--- src/spts_pkg.sv ---
`timescale 1ns / 1ps

package spts_pkg;

   // Canvas and tile geometry
   localparam int TILE_EDGE    = 64;
   localparam int MAX_WIDTH    = 512;
   localparam int MAX_HEIGHT   = 512;
   localparam int TILE_SHIFT   = $clog2(TILE_EDGE);
   localparam int TILES_X_MAX  = (MAX_WIDTH + TILE_EDGE - 1) / TILE_EDGE;
   localparam int TILES_Y_MAX  = (MAX_HEIGHT + TILE_EDGE - 1) / TILE_EDGE;
   localparam int TILE_COUNT   = TILES_X_MAX * TILES_Y_MAX;
   localparam int TILE_BITS    = $clog2(TILE_COUNT);
   localparam int LOCAL_BITS   = 2 * TILE_SHIFT;
   localparam int ADDR_W       = TILE_BITS + LOCAL_BITS;
   localparam int XB           = $clog2(MAX_WIDTH);
   localparam int YB           = $clog2(MAX_HEIGHT);
   localparam int TX_BITS      = XB - TILE_SHIFT;
   localparam int TY_BITS      = YB - TILE_SHIFT;
   localparam int TXC_BITS     = $clog2(TILES_X_MAX + 1);
   localparam int TS_BITS      = TY_BITS + TXC_BITS + 1;

   // Field widths
   localparam int CMD_W        = 2;
   localparam int COORD_W      = 11;
   localparam int CHAN_W       = 8;
   localparam int PIX_W        = 4 * CHAN_W;
   localparam int CFG_W        = 10;
   localparam int CSR_IDX_W    = 1;
   localparam int REQ_W        = 56;
   localparam int RSP_W        = PIX_W;

   // Request payload layout
   localparam int X_LSB        = CMD_W;
   localparam int Y_LSB        = X_LSB + COORD_W;
   localparam int COLOUR_LSB   = Y_LSB + COORD_W;

   localparam logic [CFG_W-1:0] RESET_WIDTH  = CFG_W'(512);
   localparam logic [CFG_W-1:0] RESET_HEIGHT = CFG_W'(512);

   typedef enum logic [CMD_W-1:0] {
      CMD_WRITE = 2'd0,
      CMD_READ  = 2'd1,
      CMD_FILL  = 2'd2,
      CMD_CLEAR = 2'd3
   } cmd_type;

   typedef enum logic [CSR_IDX_W-1:0] {
      CSR_IMAGE_WIDTH  = 1'b0,
      CSR_IMAGE_HEIGHT = 1'b1
   } csr_idx_type;

   // Controller to datapath
   typedef struct packed {
      logic use_req;      // address and colour from the request port
      logic latch;        // capture request coordinates and colour
      logic fill_start;   // capture colour, park at the canvas origin
      logic fill_step;    // advance raster position
      logic mem_wr;       // write colour at current pixel
      logic mem_rd;       // read current pixel
      logic zero_start;   // rewind tile sweep counter
      logic zero_step;    // write zero, advance sweep
      logic set_present;  // mark current tile present
      logic clear_all;    // drop every present bit
   } dp_cmd_type;

   // Datapath to controller
   typedef struct packed {
      cmd_type req_cmd;
      logic    req_inb;
      logic    tile_ok;
      logic    present;
      logic    zero_last;
      logic    last_col;
      logic    last_row;
      logic    empty;
      logic    rsp_free;
   } dp_sts_type;

endpackage

--- src/spts_ctrl.sv ---
`timescale 1ns / 1ps

module spts_ctrl (
   input  logic                clock,
   input  logic                reset,
   input  logic                req_tvalid,
   output logic                req_tready,
   input  spts_pkg::dp_sts_type sts,
   output spts_pkg::dp_cmd_type cmd
);
   import spts_pkg::*;

   typedef enum logic [1:0] {
      ST_IDLE,
      ST_ZERO,
      ST_PIX_WR,
      ST_FILL
   } state_type;

   state_type state_ff, state_in;
   logic      fill_ff, fill_in;
   logic      accept;

   assign req_tready = !reset && (state_ff == ST_IDLE) && sts.rsp_free;
   assign accept     = req_tvalid && req_tready;

   always_comb begin
      cmd      = '0;
      state_in = state_ff;
      fill_in  = fill_ff;
      case (state_ff)
         ST_IDLE: begin
            cmd.use_req = 1'b1;
            if (accept) begin
               case (sts.req_cmd)
                  CMD_WRITE: begin
                     if (sts.req_inb && sts.tile_ok) begin
                        if (sts.present) begin
                           cmd.mem_wr = 1'b1;
                        end else begin
                           cmd.latch      = 1'b1;
                           cmd.zero_start = 1'b1;
                           fill_in        = 1'b0;
                           state_in       = ST_ZERO;
                        end
                     end
                  end
                  CMD_READ: begin
                     cmd.mem_rd = 1'b1;
                  end
                  CMD_FILL: begin
                     cmd.fill_start = 1'b1;
                     if (!sts.empty) begin
                        state_in = ST_FILL;
                     end
                  end
                  CMD_CLEAR: begin
                     cmd.clear_all = 1'b1;
                  end
                  default: ;
               endcase
            end
         end
         ST_ZERO: begin
            cmd.zero_step = 1'b1;
            if (sts.zero_last) begin
               cmd.set_present = 1'b1;
               state_in        = fill_ff ? ST_FILL : ST_PIX_WR;
            end
         end
         ST_PIX_WR: begin
            cmd.mem_wr = 1'b1;
            state_in   = ST_IDLE;
         end
         ST_FILL: begin
            if (sts.tile_ok && !sts.present) begin
               cmd.zero_start = 1'b1;
               fill_in        = 1'b1;
               state_in       = ST_ZERO;
            end else begin
               cmd.mem_wr    = sts.tile_ok;
               cmd.fill_step = 1'b1;
               if (sts.last_col && sts.last_row) begin
                  state_in = ST_IDLE;
               end
            end
         end
         default: begin
            state_in = ST_IDLE;
         end
      endcase
   end

   always_ff @(posedge clock) begin
      if (reset) begin
         state_ff <= ST_IDLE;
         fill_ff  <= 1'b0;
      end else begin
         state_ff <= state_in;
         fill_ff  <= fill_in;
      end
   end

endmodule

--- config.mk ---
export PLATFORM = sky130hd
export DESIGN_NAME = spts_ctrl
export DESIGN_NICKNAME = d
export VERILOG_FILES = /design/src/spts_pkg.sv /design/src/spts_ctrl.sv
export SDC_FILE = /design/constraint.sdc
export NUM_CORES = 1
export LEC_CHECK = 0
export CORE_AREA = 2 2 39 41
export DETAILED_ROUTE_END_ITERATION = 6
export DIE_AREA = 0 0 41 43
export DONT_BUFFER_PORTS = 1
export GPL_TIMING_DRIVEN = 0
export PLACE_DENSITY = 0.47
export SYNTH_ARGS = -nofsm -noshare
export SYNTH_HDL_FRONTEND = slang
export SYNTH_SLANG_ARGS = --single-unit
--- constraint.sdc ---
create_clock -name clock -period 3.4 [get_ports clock]
set_clock_uncertainty 0.1 [all_clocks]
set_input_delay 0.68 -clock clock [delete_from_list [all_inputs] [get_ports clock]]
set_output_delay 0.68 -clock clock [all_outputs]
set_load 0.05 [all_outputs]
Word-level counts from Yosys, hierarchy flattened:

Index checks and enable logic that the tools add are counted.

* bits in registers: 3
* latch bits: 0
* memory bits (writable): 0
* memory bits (read-only): 0
* input bits: 13
* output and inout bits: 11
* logic and storage cells: 70
* memories: 0

* add/subtract/negate cells: 0
* multiply operators: 0
* divide/modulo/power cells: 0
* $lt $le $gt $ge: 0
* equal/unequal tests: 17
* shift operators: 0
* mux-type cells: 38
* bitwise logic cells: 0
* reduce and logical (&&, ||, !) cells: 13

Operator list (count)
* $mux 1: 21
* $mux 2: 10
* $ne 3x3->1 const B: 4
* $eq 2x2->1 const B: 4
* $ne 2x2->1 const B: 4
* $pmux 2 s4: 1
* $reduce_and 7->1: 1
* $logic_and 1x1->1: 6
* $mux 3: 2
* $reduce_and 6->1: 1
* $eq 2x1->1 const B: 2
* $logic_not 2->1: 2
* $ne 2x1->1 const B: 2
* $pmux 1 s2: 2
* $pmux 2 s2: 1
* $ne 3x1->1 const B: 1
* $pmux 1 s3: 1
* $logic_not 1->1: 2
* $reduce_bool 2->1: 1

Depth between registers and ports, before layout:

Gate-level depths: netlist of run 1.

* depth after elaboration: 6
* gate-level depth with buffers: 6
* depth with buffers taken out: 6

Worst setup path before layout of run 1:

No wires, ideal clock.

* path kind: reg-to-output
* start point: register state_ff[0]
* end point: output cmd[3] in the netlist's numbering
* data arrival time: 2.595 ns
* required time: 2.620 ns
* path slack: 0.025 ns
* cell stages (with the launch flop): 6
* buffers on the path: 0
* cell sequence: dfxtp_1 -> inv_1 -> ha_1 -> and4b_1 -> a21o_1 -> nor3b_1

RTL lines
* start, declared: line spts_ctrl.sv:20 `state_type state_ff, state_in;`
* start signal, assigned: line spts_ctrl.sv:99 `state_ff <= state_in;`
* end, declared: line spts_ctrl.sv:9 `output spts_pkg::dp_cmd_type cmd`

==> results of run 1 <==
[routing by layer]
metal  wire length, µm  up-vias
met4                 0        0
li1                  -      196
met3                68        0
met2               511       15
met5                 0        -
met1               385      177
[cell families (layout without fill, tap and decap cells)]
kind of cell / count (synthesis) / in the layout / synth area share (%)
AND/OR/NAND/NOR: 26 / 26 / 39.7
AO/OA/AOI/OAI: 11 / 11 / 22.6
buffers and inverters: 2 / 6 / 1.74
flip-flops: 3 / 3 / 13.9
adder cells (fa/ha/maj): 6 / 6 / 17.4
multiplexers: 2 / 2 / 4.64
[repair_timing]
action,in CTS,in global routing
endpoints found under the setup margin,1,1
buffers inserted,0,0
pin swaps,0,0
gates resized for setup,1,1
[worst max path at each step]
stage | to | slack [ns] | startpoint
2_1_floorplan | cmd[3] | 0.02 | state_ff[0]
3_3_place_gp | cmd[3] | -0.20 | state_ff[0]
3_5_place_dp | cmd[5] | 0.24 | state_ff[1]
4_1_cts | cmd[3] | 0.06 | state_ff[1]
5_1_grt | cmd[4] | 0.05 | state_ff[1]
6_report | cmd[4] | 0.20 | state_ff[0]
[cell usage after synthesis]
cell type  n
nand2_1    3
nand3b_1   1
ha_1       6
nor2b_1    4
nor2_1     3
a21oi_1    3
mux2i_1    2
and3_1     2
nand4bb_1  1
a31oi_1    1
nand4_1    1
a311oi_1   2
and4b_1    1
nor3b_1    3
a22oi_1    1
a221oi_1   1
dfxtp_1    3
a211o_1    1
a311oi_4   1
a21o_1     1
inv_1      2
nand2b_1   1
and2_1     4
nand4b_1   1
and4b_4    1
[per-stage QoR]
step / instances / setup TNS, ns / power [µW]
after floorplan: 50 / 0 / 214
after global placement: 66 / -0.201 / 237
after detailed placement: 66 / 0 / 239
after CTS: 70 / 0 / 304
after global routing: 70 / 0 / 323
final: 70 / 0 / 302
[where the power goes]
| group | internal, µW | switching [µW] |
|---|---|---|
| Sequential | 42.4 | 8.39 |
| Clock | 43.8 | 16.0 |
| Combinational | 57.8 | 133 |
[final cells by class]
class                      count  share of cell area (%)
clock buffer                   4                    5.34
inverter                       2                    1.53
multi-input combinational     45                    76.8
sequential                     3                    12.2
tap                           16                    4.07
[registers in the layout, summed over array words and instances (netlist names)]
name,cells
state_ff,2
fill_ff,1
[worst min-delay path: cells and delay by family (launching register included)]
family | cells | cell delay (ns)
DFF | 1 | 0.32
and+or+nand+nor | 2 | 0.15
[layout by cell type, fill, tap and decap left out]
master / n
ha_1: 6
nor2b_1: 4
and2_1: 4
nand2_1: 3
a21oi_1: 3
clkbuf_4: 3
dfxtp_1: 3
inv_1: 2
nor3b_1: 2
and3_1: 2
nor2_1: 2
mux2i_1: 2
a311oi_1: 2
and4b_1: 1
a21o_1: 1
a31oi_1: 1
nor2_2: 1
nand2b_1: 1
nor3b_4: 1
nand4_1: 1
nand4b_1: 1
a211o_1: 1
and4b_4: 1
a311oi_4: 1
nand3b_1: 1
nand4bb_1: 1
a22oi_1: 1
a221oi_1: 1
clkbuf_1: 1
==> results.cfg, run 1 <==
[outcome]
status = finished clean

[route]
avgRoutedWirePerCell_um = 13.8
ant_nets = 0
dr.pass1.iters = 4
drc_errors = 0
wl_um = 965
route.vias.total = 388
viasPerCell = 5.54
drt_iter0_drc = 7

[setup_path]
slowest_stage = nor2_1
cp-start-kind = flip-flop
rrSetupSlack_ns = 1.18
required_ns = 2.62
critPathMaxFanout = 8
crit_family = simple AND/OR/NAND/NOR gates
path_class = reg -> out
critical_path_buf_inv_count = 1
worstSetupPathDepth = 5
r2r-start = state_ff[0]
path_cells = inv_1 > ha_1 > and4b_1 > nand2_1 > nor2_1
cpPeakStageDelay_ns = 0.66
r2r_cells = 6
r2r_end = state_ff[0]
worstPathArrival_ns = 2.42
worst_setup_path_end_kind = primary output

[clocking]
clk_pin_slew_ns = 0.03
cts.sinks = 3
clkLatencyLatePin_ns = 0.23
htreeDepth = 1
cts.path.max_buffers = 2
root_buffer = clkbuf_4
cts_tree = done
postCtsHoldBufs = 0
cts_made_buffers = 3

[synthesis]
syn_nets = 69
ys_types = 25
synth.area.top_cells = ha_1 17%, dfxtp_1 14%, a311oi_4 6.1%
synth_top_area_share_pct = 17.4
synth_seq_area_share_pct = 13.9
synth_top_cell_by_area = ha_1
yosysWarningCount = 0
syn_avg_cell_area_um2 = 8.63
ys_ff_latch = 3
synth_area_um2 = 432
syn_inst = 50

[finish]
drive_gt1_share_pct = 13.0
nNetsFinal = 74
multiInputGateArea_um2 = 378
post-route-util_pct = 35.5
syn_to_final_growth_pct = 13.9
diodes = 0
stdcell_area_um2 = 492
n_fill_cell = 155
seqCellArea_um2 = 60.1

[power_and_ir_drop]
peakVddDrop_mv = 0.174
p_leak_uw = 0.000202
p_per_area_nw_per_um2 = 614

[floorplan]
die_area_um2 = 1760
fp.dieW_um = 41
rows = 14
core-area_um2 = 1380
ios = 24
die_h_um = 43
initial_utilization_pct = 31.2

[timing]
finalMaxSlewViolations = 0
period_needed_ns = 3.20
hold_violations = 0
relSlewSlack_pct = 41.4
timing.fmax_ghz = 0.313
worst_pin_slew_ns = 0.876
setup_slack_ns = 0.204
whs_ns = 0.422
rsz0062_at_grt = no
finalSetupViolations = 0
fin_crit_sh_pct = 94.0

[worst_hold_path]
hold_end = fill_ff
hold_class = reg -> reg
holdCritStartpoint = fill_ff
hold-path-cell-count = 2

[placed_design]
dp_hpwl_um = 814
place_area_um2 = 457
globalplace.congestion = 0.648
pre_cts_ws_ns = 0.237
portBuffers = 0

[global_route]
antenna_found_initial = 0
grt_use_met3_pct = 1.57
grt_pass1_vias = 376
grt_max_degree = 9
grtUsageMet1_pct = 14.1
grt_pass1_wl_um = 1450
grt-ovfl-total = 0
grt_use_total_pct = 11.9
grt.met2_usage_pct = 19.7
grt.busiest_layer = met2

[job]
drv_cap = 0
(Power assumes the default switching activity.)
==> run 2: changes to the inputs <==
==> constraint.sdc (replaced) <==
create_clock -name clock -period 3.4 [get_ports clock]
set_clock_uncertainty 0.1 [all_clocks]
set_input_delay 0.51 -clock clock [delete_from_list [all_inputs] [get_ports clock]]
set_output_delay 0.51 -clock clock [all_outputs]
set_load 0.05 [all_outputs]
==> run 2 against run 1 <==
Sequential power about the same. Clock power is essentially flat. Wire length decreased by 0.10%. Final cell count is the same. Worst hold slack lost 0.16 ns. Register-to-register slack about the same. Die area is the same. Global-route usage shrank 0.10 points. Via count up 1.0%. Combinational power decreased by 3%. Clock-buffer cell count did not move. Critical path type unchanged.
==> results.cfg, run 2 (synthesis results as in run 1) <==
[finish]
layout_common_cells = 6 x ha_1, 4 x nor2b_1, 4 x and2_1
nNetsFinal = 74
largest_reg_flops = 2
drive_gt1_share_pct = 11.1
diodes = 0
fin_cells = 70
largest-register = state_ff
layout_commonest_cell = ha_1
syn_to_final_growth_pct = 11.9
reg_top3 = state_ff (2), fill_ff (1)

[route]
drt_iter0_drc = 8
wl_um = 964
viasPerCell = 5.60
dr.pass1.iters = 4
drc_errors = 0
avgRoutedWirePerCell_um = 13.8
ant_nets = 0
route.vias.total = 392

[setup_path]
worstPathArrival_ns = 2.60
critPathLaunch = state_ff[0]
r2r_cells = 6
path_cells = inv_1 > ha_1 > and4b_1 > a21o_1 > a31oi_1 > nor2_1
worstSetupEndpoint = cmd[5]
r2r_end = state_ff[0]
slowest_stage = nor2_1
worst_setup_path_end_kind = primary output
cpPeakStageDelay_ns = 0.67
critPathMaxFanout = 8
path_class = reg -> out
cp-start-kind = flip-flop
r2r-start = state_ff[0]
rrSetupSlack_ns = 1.18
required_ns = 2.79

[timing]
worst_pin_slew_ns = 0.880
finalSetupViolations = 0
period_needed_ns = 3.21
finalMaxSlewViolations = 0
fin_crit_sh_pct = 94.6
relSlewSlack_pct = 41.1
timing.fmax_ghz = 0.311
rsz0062_at_grt = no
hold_violations = 0
whs_ns = 0.259

[global_route]
grt.busiest_layer = met2
antenna_found_initial = 0
grt_max_degree = 9
grt_pass1_wl_um = 1440
grtUsageMet1_pct = 13.8
grt_use_met3_pct = 1.57
grt_pass1_vias = 372
grt-ovfl-total = 0
grt_use_total_pct = 11.8
grt.met2_usage_pct = 19.7

[floorplan]
initial_utilization_pct = 31.2
die_area_um2 = 1760
ios = 24
fp.dieW_um = 41
rows = 14
die_h_um = 43
core-area_um2 = 1380

[clocking]
cts.sinks = 3
htreeDepth = 1
ctsResizeCount = 0
clkLatencyLatePin_ns = 0.23
postCtsHoldBufs = 0
post_cts.repair.setup_buffers = 0
cts.path.max_buffers = 2
cts_tree = done
clk_pin_slew_ns = 0.03
cts_made_buffers = 3
root_buffer = clkbuf_4

[outcome]
status = finished clean

[worst_hold_path]
hold_class = in -> reg

[power_and_ir_drop]
peakVddDrop_mv = 0.174
p_per_area_nw_per_um2 = 613
p_leak_uw = 0.000199

[placed_design]
dp_cells = 66
portBuffers = 0
dp_hpwl_um = 814
globalplace.congestion = 0.648

[job]
drv_cap = 0
run 2: cell counts in the layout (fill, tap and decap cells not counted):
No cell type changed its count.
run 2: routing by layer:
metal  vias up  routed length (µm)
li1        197                   -
met1       177                 380
met2        18                 512
met3         0                  70
met4         0                   0
met5         -                   0
run 2: layout make-up:
type / instances / area [µm²]
Sequential cell: 3 / 60.1
Inverter: 2 / 7.51
Clock buffer: 4 / 26.3
Multi-Input combinational cell: 45 / 369
Tap cell: 16 / 20.0
Fill cell: 159 / 901
run 2: metrics by stage:
| stage | setup WS, ns | power (µW) | instance area, µm² | TNS (ns) | util (%) |
|---|---|---|---|---|---|
| after floorplan | 0.195 | 214 | 432 | 0 | - |
| after CTS | 0.156 | 302 | 483 | 0 | 34.9 |
| after global routing | 0.0894 | 317 | 483 | 0 | 34.9 |
| final | 0.185 | 296 | 483 | 0 | 34.9 |
| after detailed placement | 0.407 | 239 | 457 | 0 | 33.0 |
| after global placement | -0.0314 | 237 | 452 | -0.0314 | 32.6 |
run 2: worst min-delay path by stage:
stage | end | cells after the start | slack, ns | from
after global placement | fill_ff | 2 | 0.42 | fill_ff
after global routing | state_ff[0] | 1 | 0.25 | reset
after CTS | state_ff[1] | 1 | 0.25 | reset
after floorplan | fill_ff | 2 | 0.38 | fill_ff
after detailed placement | fill_ff | 2 | 0.42 | fill_ff
final | state_ff[1] | 1 | 0.26 | reset
run 2: worst max-delay path, delay by kind of cell, from the launching register on:
kind / cells / cell delay [ns]
AOI/OAI and AO/OA: 2 / 0.24
buffers and inverters: 1 / 0.12
adders and majority gates: 1 / 0.62
and+or+nand+nor: 2 / 1.04
DFF: 1 / 0.34
run 2: where the power goes:
part,internal [µW],switching (µW),leakage (µW)
registers,42.4,8.34,0.0000245
logic,55.8,130,0.000159
clock network,43.8,16.0,0.0000150
total,142,154,0.000199
==> run 3: changes to the inputs <==
SETUP_SLACK_MARGIN = 0.3   (was default)
==> run 3 against run 2 <==
Register-to-register slack improved by 0.20 ns. Worst setup slack improved by 0.44 ns. Critical endpoint unchanged. Highest routed layer unchanged. Clock-buffer cell count unchanged. Fmax increased by 16%.
==> results.cfg, run 3 (synthesis results as in run 1) <==
[power_and_ir_drop]
seq_power_share_pct = 16.6
peakVddDrop_mv = 0.189
p_leak_uw = 0.000200
p_switching_uw = 158
total_power_uw = 306
p_int_uw = 148
p_per_area_nw_per_um2 = 615
clock_power_share_pct = 19.5
p_sw_share_pct = 51.7
comb_power_share_pct = 63.9

[timing]
hold_violations = 0
timing.fmax_ghz = 0.361
period_needed_ns = 2.77
relSlewSlack_pct = 59.0
rsz0062_at_grt = no
fin_crit_sh_pct = 81.5
setup_tns_ns = 0
whs_ns = 0.260
finalSetupViolations = 0
worst_pin_slew_ns = 0.616
finalMaxSlewViolations = 0

[finish]
stdcell_area_um2 = 497
syn_to_final_growth_pct = 15.1
nNetsFinal = 74
layout_common_cells = 5 x ha_1, 4 x nor2b_1, 4 x and2_1
seqCellArea_um2 = 60.1
n_fill_cell = 160
layout_commonest_cell = ha_1
largest-register = state_ff
drive_gt1_share_pct = 16.7
largest_reg_flops = 2
multiInputGateArea_um2 = 383
reg_top3 = state_ff (2), fill_ff (1)
diodes = 0

[setup_path]
crit_family = simple AND/OR/NAND/NOR gates
worstPathArrival_ns = 2.16
path_class = reg -> out
rrSetupSlack_ns = 1.38
critPathMaxFanout = 8
critical_path_buf_inv_count = 1
slowest_stage = ha_2
path_cells = inv_1 > ha_2 > and4b_1 > a21o_1 > a31oi_1 > nor2_2
cpPeakStageDelay_ns = 0.44
required_ns = 2.79
cp-start-kind = flip-flop
worst_setup_path_end_kind = primary output

[global_route]
grt_use_total_pct = 12.1
grt-ovfl-total = 0
grt_pass1_vias = 382
antenna_found_initial = 0
grt_pass1_wl_um = 1480
grt_max_degree = 9

[clocking]
clkLatencyLatePin_ns = 0.23
postCtsHoldBufs = 0
root_buffer = clkbuf_4
cts_tree = done
cts_made_buffers = 3
cts.path.max_buffers = 2
clk_pin_slew_ns = 0.03
htreeDepth = 1
cts.sinks = 3

[floorplan]
fp.dieW_um = 41
die_area_um2 = 1760
core-area_um2 = 1380
ios = 24
initial_utilization_pct = 31.2
rows = 14
die_h_um = 43

[placed_design]
dp_hpwl_um = 808
globalplace.congestion = 0.633
place_area_um2 = 457
portBuffers = 0

[job]
drv_cap = 0

[worst_hold_path]
hold_class = in -> reg

[route]
wl_um = 960
ant_nets = 0
dr.pass1.iters = 4
avgRoutedWirePerCell_um = 13.7
drt_iter0_drc = 7
viasPerCell = 5.60
route.vias.total = 392
drc_errors = 0

[outcome]
status = finished clean
==> run 3: cell counts in the layout (fill, tap and decap cells not counted) <==
No cell type changed its count.
==> run 3: power by group through the flow <==
stage / registers (µW) / clock network (µW) / logic [µW]
after floorplan: 49.2 / 0 / 167
after global placement: 51.3 / 0 / 188
after detailed placement: 51.5 / 0 / 188
after CTS: 50.9 / 63.5 / 194
after global routing: 52.2 / 67.0 / 210
final: 50.6 / 59.6 / 195
==> run 3: metal layers <==
metal | GRT usage, % | part of all wire [%] | up-vias
li1 | - | - | 196
met1 | 14.1 | 40 | 184
met2 | 20.3 | 52 | 12
met3 | 1.57 | 7.9 | 0
met4 | 6.00 | 0 | 0
met5 | 0 | 0 | -
==> run 3: worst paths after layout <==
kind | startpoint | to | cells after the start
setup / recovery | state_ff[1] | cmd[5] | 6
hold / removal | reset | state_ff[1] | 1
hold reg to reg | fill_ff | fill_ff | 2
setup reg to reg | state_ff[1] | state_ff[0] | 6
==> run 3: area by class of cell <==
| class | count | share of cell area [%] |
|---|---|---|
| clock buffers | 4 | 5.29 |
| flip-flops and latches | 3 | 12.1 |
| inverters | 2 | 1.51 |
| well taps | 16 | 4.03 |
| multi-input cells | 45 | 77.1 |
==> run 3: worst reg2reg max path: stages, from the launching register on <==
cell      delay, ns
dfxtp_1        0.36
inv_1          0.11
ha_1           0.42
nor2b_1        0.26
a311oi_4       0.28
a21oi_1        0.11
a311oi_1       0.28
==> run 3: what timing repair did <==
action | 4_1_cts | 5_1_grt
resized for setup | 2 | 2
setup endpoints to repair | 2 | 2
setup buffers | 0 | 0
==> run 3: metrics by stage <==
stage	setup WS, ns	utilization [%]	cells
floorplan	0.629	-	50
global placement	0.407	33.0	66
detailed placement	0.405	33.0	66
CTS	0.330	35.5	70
global route	0.501	35.9	70
finish	0.628	35.9	70
